--- src/rtl/mbhf_pkg.sv ---
// Shared types, widths, codes and mask functions for the monochrome
// bitmap horizontal line fill block. No dependencies.
package mbhf_pkg;

   localparam int XW     = 13;  // pixel column width
   localparam int ROW_W  = 10;  // row index width
   localparam int BA_W   = 10;  // read byte address width
   localparam int RB_W   = 11;  // row_bytes register width
   localparam int PROD_W = ROW_W + RB_W;
   localparam int SW     = PROD_W + 1;  // shared adder width
   localparam int REQ_W  = 48;
   localparam int PIX_W  = 8;

   localparam logic OP_DRAW = 1'b0;
   localparam logic OP_READ = 1'b1;

   localparam logic [PIX_W-1:0] FULL_BYTE = 8'hFF;

   typedef struct packed {
      logic [SW-1:0] a;
      logic [SW-1:0] b;
   } alu_req_type;

   typedef struct packed {
      logic [SW-1:0] sum;
      logic          fits;   // sum does not exceed the buffer size
   } alu_rsp_type;

   function automatic logic [PIX_W-1:0] head_bits(input logic [2:0] bit_pos);
      return FULL_BYTE << bit_pos;
   endfunction

   function automatic logic [PIX_W-1:0] tail_bits(input logic [2:0] bit_pos);
      return FULL_BYTE >> (3'd7 - bit_pos);
   endfunction

endpackage

--- src/rtl/mbhf_alu.sv ---
// Shared adder of the span sequencer: address sums, index advance and
// the row-fits-in-buffer check. Depends on mbhf_pkg.
module mbhf_alu #(
   parameter int LIMIT = 1024
) (
   input  mbhf_pkg::alu_req_type req,
   output mbhf_pkg::alu_rsp_type rsp
);

   localparam logic [mbhf_pkg::SW-1:0] LIMIT_V = mbhf_pkg::SW'(LIMIT);

   logic [mbhf_pkg::SW-1:0] sum;

   assign sum      = req.a + req.b;
   assign rsp.sum  = sum;
   assign rsp.fits = (sum <= LIMIT_V);

endmodule

--- config.mk ---
export PLATFORM = sky130hd
export DESIGN_NAME = mbhf_alu
export DESIGN_NICKNAME = d
export VERILOG_FILES = /design/src/rtl/mbhf_pkg.sv /design/src/rtl/mbhf_alu.sv
export SDC_FILE = /design/constraint.sdc
export NUM_CORES = 1
export LEC_CHECK = 0
export ABC_AREA = 0
export BUFFER_PORTS_ARGS = -buffer_cell sky130_fd_sc_hd__buf_2
export CAP_MARGIN = 30
export CORE_MARGIN = 3
export CORE_UTILIZATION = 51
export DETAILED_ROUTE_END_ITERATION = 6
export GPL_ROUTABILITY_DRIVEN = 1
export PLACE_DENSITY = 0.95
export SYNTH_ARGS = -nofsm -noshare
export SYNTH_HDL_FRONTEND = slang
export SYNTH_SLANG_ARGS = --single-unit
--- constraint.sdc ---
create_clock -name vclk -period 11
set_input_delay 2.2 -clock vclk [all_inputs]
set_output_delay 2.2 -clock vclk [all_outputs]
set_load 0.005 [all_outputs]
======== After elaboration in Yosys (flattened, before gate mapping) ========
Index checks and enable logic that the tools add are counted.
storage, ports and cells
  word-level logic and storage cells ...... 2
  bits in registers ....................... 0
  bits of input ports ..................... 44
cells by class
  magnitude comparators ................... 1
  $add $sub $neg .......................... 1
operators with widths
  operator              count
  $add 22x22->22        1
  $le 22x11->1 const B  1

======== Longest topological paths before layout ========
  word-level depth ........................ 2
  depth in mapped cells ................... 11

======== Worst setup path after synthesis ========
Ideal clock, no wire load.
  path type ............................... in2out
  start point ............................. in req[0] in the netlist's numbering
  end point ............................... out rsp[0] in the netlist's numbering
  path buffers ............................ 0
  required time ........................... 8.800 ns
  setup slack ............................. 3.955 ns
  arrival time ............................ 4.845 ns
  cell stages on the path ................. 10
  cell sequence ........................... ha_1 -> inv_1 -> fa_1 -> nor2b_1 -> o31a_1 -> a21oi_1 -> or4_1 -> o41a_1 -> or4_1 -> nor4_1
RTL lines
  item                RTL line       source
  start: declaration  mbhf_alu.sv:6  input mbhf_pkg::alu_req_type req,
  end: declaration    mbhf_alu.sv:7  output mbhf_pkg::alu_rsp_type rsp

==> impl_summary.txt <==
----------------------------------------------------
[Run status]
  Result of the run ... complete, no violations

[GRT]
  Overall routing resource usage ... 22.7%
  Vias in the first global route ... 1367
  Overflow left after global routing ... 0
  Number of antenna violations at the first check in global routing ... 0
  Pin count of the biggest net entering global routing ... 10
  First-pass GRT wire length ... 5260 um

[Die]
  Row count ... 17
  Initial core utilization ... 54.3%
  Count of boundary I/O pins ... 67
  Area of the core ... 0.00223 mm^2
  Floorplan die width ... 54.8 um
  Die height ... 54.8 um
  Die area ... 0.00300 mm^2

[STA]
  Total count of hold-check failures in the final report ... 0
  Final period util ... 69.0%
  Total negative slack ... 0 ns
  RSZ-0062 raised after global routing ... no
  Number of endpoints failing setup at the final stage ... 0
  Worst Max-Slew Pin Slew ... 0.456 ns
  Final min period ... 7.59 ns
  Fmax ... 132 MHz
  Number of max-slew violations in the final report ... 0
  Remaining max-slew budget at the tightest pin ... 69.2%

[Critical path]
  Data arrival at the endpoint of the critical path ... 5.39 ns
  Crit path to ... rsp[0]
  Worst Path Class, Setup ... input port to primary output
  CP Max Fanout ... 6
  Critical path data required time ... 8.80 ns
  Crit path launch ... req[0]
  CP startpoint kind ... input port
  Critical path capture point type ... primary output

[Finish]
  Number of clock buffers in the layout ... 0
  Sequential cells ... 0
  Share of cells above drive strength 1 ... 29.4%
  Number of filler cells placed in the layout ... 201
  Multi-input gate area in the final layout ... 0.00117 mm^2
  Sequential cell area in the final layout ... 0 um^2
  Number of inserted diodes ... 0
  Area Growth Syn to Fin ... 29.2%
  Final layout net count ... 306

[Power and ir drop]
  Gate power share ... 100.0%
  Fraction of power consumed by sequential logic ... 0%
  Internal Dissipation ... 0.0000476 W
  Worst-case vdd ir drop ... 45.1 uV
  Sw Ratio ... 54.2%
  Clock power share ... 0%
  Static power due to leakage ... 0.759 nW
  Switching power ... 0.0000564 W
  Power density over cell area ... 66.3 mW/mm^2
  Total power after layout ... 0.000104 W

[Logic synthesis]
  Synth top cells by count ... sky130_fd_sc_hd__ha_1 (21), sky130_fd_sc_hd__a21oi_1 (18), sky130_fd_sc_hd__nor2_1 (16)
  Part of the Yosys area used for sequential elements ... 0%
  Synthesized area per cell ... 6.94 um^2
  Count of mapped cells out of synthesis ... 175
  Cell type with the highest aggregate area in the netlist ... sky130_fd_sc_hd__ha_1
  Most numerous cell in the Yosys netlist ... sky130_fd_sc_hd__ha_1
  Portion of synthesized cell area occupied by the leading cell type ... 21.6%
  Cell area after synthesis ... 0.00121 mm^2
  Biggest area contributors in the synthesized netlist ... sky130_fd_sc_hd__ha_1 (22%), sky130_fd_sc_hd__a21oi_1 (7.4%), sky130_fd_sc_hd__xnor2_1 (5.8%)
  Syn. warnings ... 0
  Unique masters post-synth ... 48
  Synthesized netlist net count ... 241

[Drt]
  Total wire length ... 3440 um
  Number of DRC markers after the initial detailed-route iteration ... 39
  Detailed-route DRC error count ... 0
  Detailed-route via count ... 1615
  Number of antenna-violating nets in the routed design ... 0
  Routed wirelength normalized by instance count ... 12.9 um
  DRT Pass-1 Iters ... 4
  Avg Vias per Cell ... 6.07

[Place]
  Post-DP HPWL ... 2950 um
  Weighted congestion reported at the end of routability-driven placement ... 0.818
  Total of buffers placed on input and output ports ... 67

[Worst hold path]
  Min-Delay Path Class ... input port to primary output
  Hold path start ... req[22]

[Run]
  Number of max-cap violations ... 0

[Clocking]
  # Post-CTS Setup Buffers ... 0
  Total of hold buffers inserted after clock tree synthesis ... 0
  Gates resized, CTS repair ... 0

----------------------------------------------------
==> critical path, cell delays in order <==
cell and delay [ns]:
sky130_fd_sc_hd__buf_2 0.08, sky130_fd_sc_hd__ha_1 0.19, sky130_fd_sc_hd__inv_1 0.07, sky130_fd_sc_hd__fa_1 0.41, sky130_fd_sc_hd__nor2b_1 0.19, sky130_fd_sc_hd__o31a_1 0.27, sky130_fd_sc_hd__a21oi_1 0.10, sky130_fd_sc_hd__or4_1 0.56
sky130_fd_sc_hd__o41a_1 0.39, sky130_fd_sc_hd__or4_1 0.49, sky130_fd_sc_hd__nor4_1 0.27, sky130_fd_sc_hd__buf_2 0.17
==> kinds of logic (layout without fill, tap and decap cells) <==
logic type	count (synthesis)	in the layout	synth area share [%]
AO/OA/AOI/OAI	66	66	37.2
XOR/XNOR	15	15	10.8
adder cells (fa/ha/maj)	22	22	23.3
buffers and inverters	12	75	3.81
AND/OR/NAND/NOR	60	60	24.8
==> per-layer routing <==
metal	vias up	GRT usage [%]	part of all wire [%]
met2	64	41.7	51
met4	0	2.07	0.38
met5	-	0	0
li1	816	-	-
met3	2	1.09	7.2
met1	733	29.6	42
==> through the flow <==
step                      instance area, um^2  util, %  cells  setup slack (ns)  hold WS (ns)
after floorplan                          1210        -    175              3.95          4.52
after global placement                   1570     70.2    266              3.67          4.70
after detailed placement                 1570     70.2    266              3.48          4.70
after CTS                                1570     70.2    266              3.47          4.70
after global routing                     1570     70.2    266              3.28          4.75
final                                    1570     70.2    266              3.41          4.70
==> worst min path at each step <==
stage | endpoint | slack, ns | cells after the start
after CTS | rsp[1] | 4.70 | 3
after global routing | rsp[1] | 4.75 | 3
after floorplan | rsp[1] | 4.52 | 1
final | rsp[1] | 4.70 | 3
after detailed placement | rsp[1] | 4.70 | 3
after global placement | rsp[1] | 4.70 | 3
==> cells in the final DEF, fill, tap and decap left out, types with 3 or more instances in the layout <==
cell and n:
sky130_fd_sc_hd__buf_2 67, sky130_fd_sc_hd__nor2_1 16, sky130_fd_sc_hd__nor3_1 7, sky130_fd_sc_hd__o21ai_0 7
sky130_fd_sc_hd__nand3_1 9, sky130_fd_sc_hd__inv_1 8, sky130_fd_sc_hd__o21a_1 3, sky130_fd_sc_hd__o21ai_1 4
sky130_fd_sc_hd__xnor2_1 8, sky130_fd_sc_hd__xor2_1 7, sky130_fd_sc_hd__ha_1 21, sky130_fd_sc_hd__nand2_1 9
sky130_fd_sc_hd__nor4_1 4, sky130_fd_sc_hd__or4_1 3, sky130_fd_sc_hd__a41oi_1 4, sky130_fd_sc_hd__a21oi_1 18
sky130_fd_sc_hd__a21o_1 4
==> power by group through the flow <==
stage	registers (W)	logic, W	clock network (W)
floorplan	0	0.0000667	0
global placement	0	0.000101	0
detailed placement	0	0.000103	0
CTS	0	0.000103	0
global route	0	0.000116	0
finish	0	0.000104	0
==> final cells by class <==
class	instances	area share (%)
multi-input combinational	163	74.5
timing repair buffer	67	21.4
tap	28	2.23
inverter	8	1.92
No activity file was read; power rests on OpenSTA's default activity.
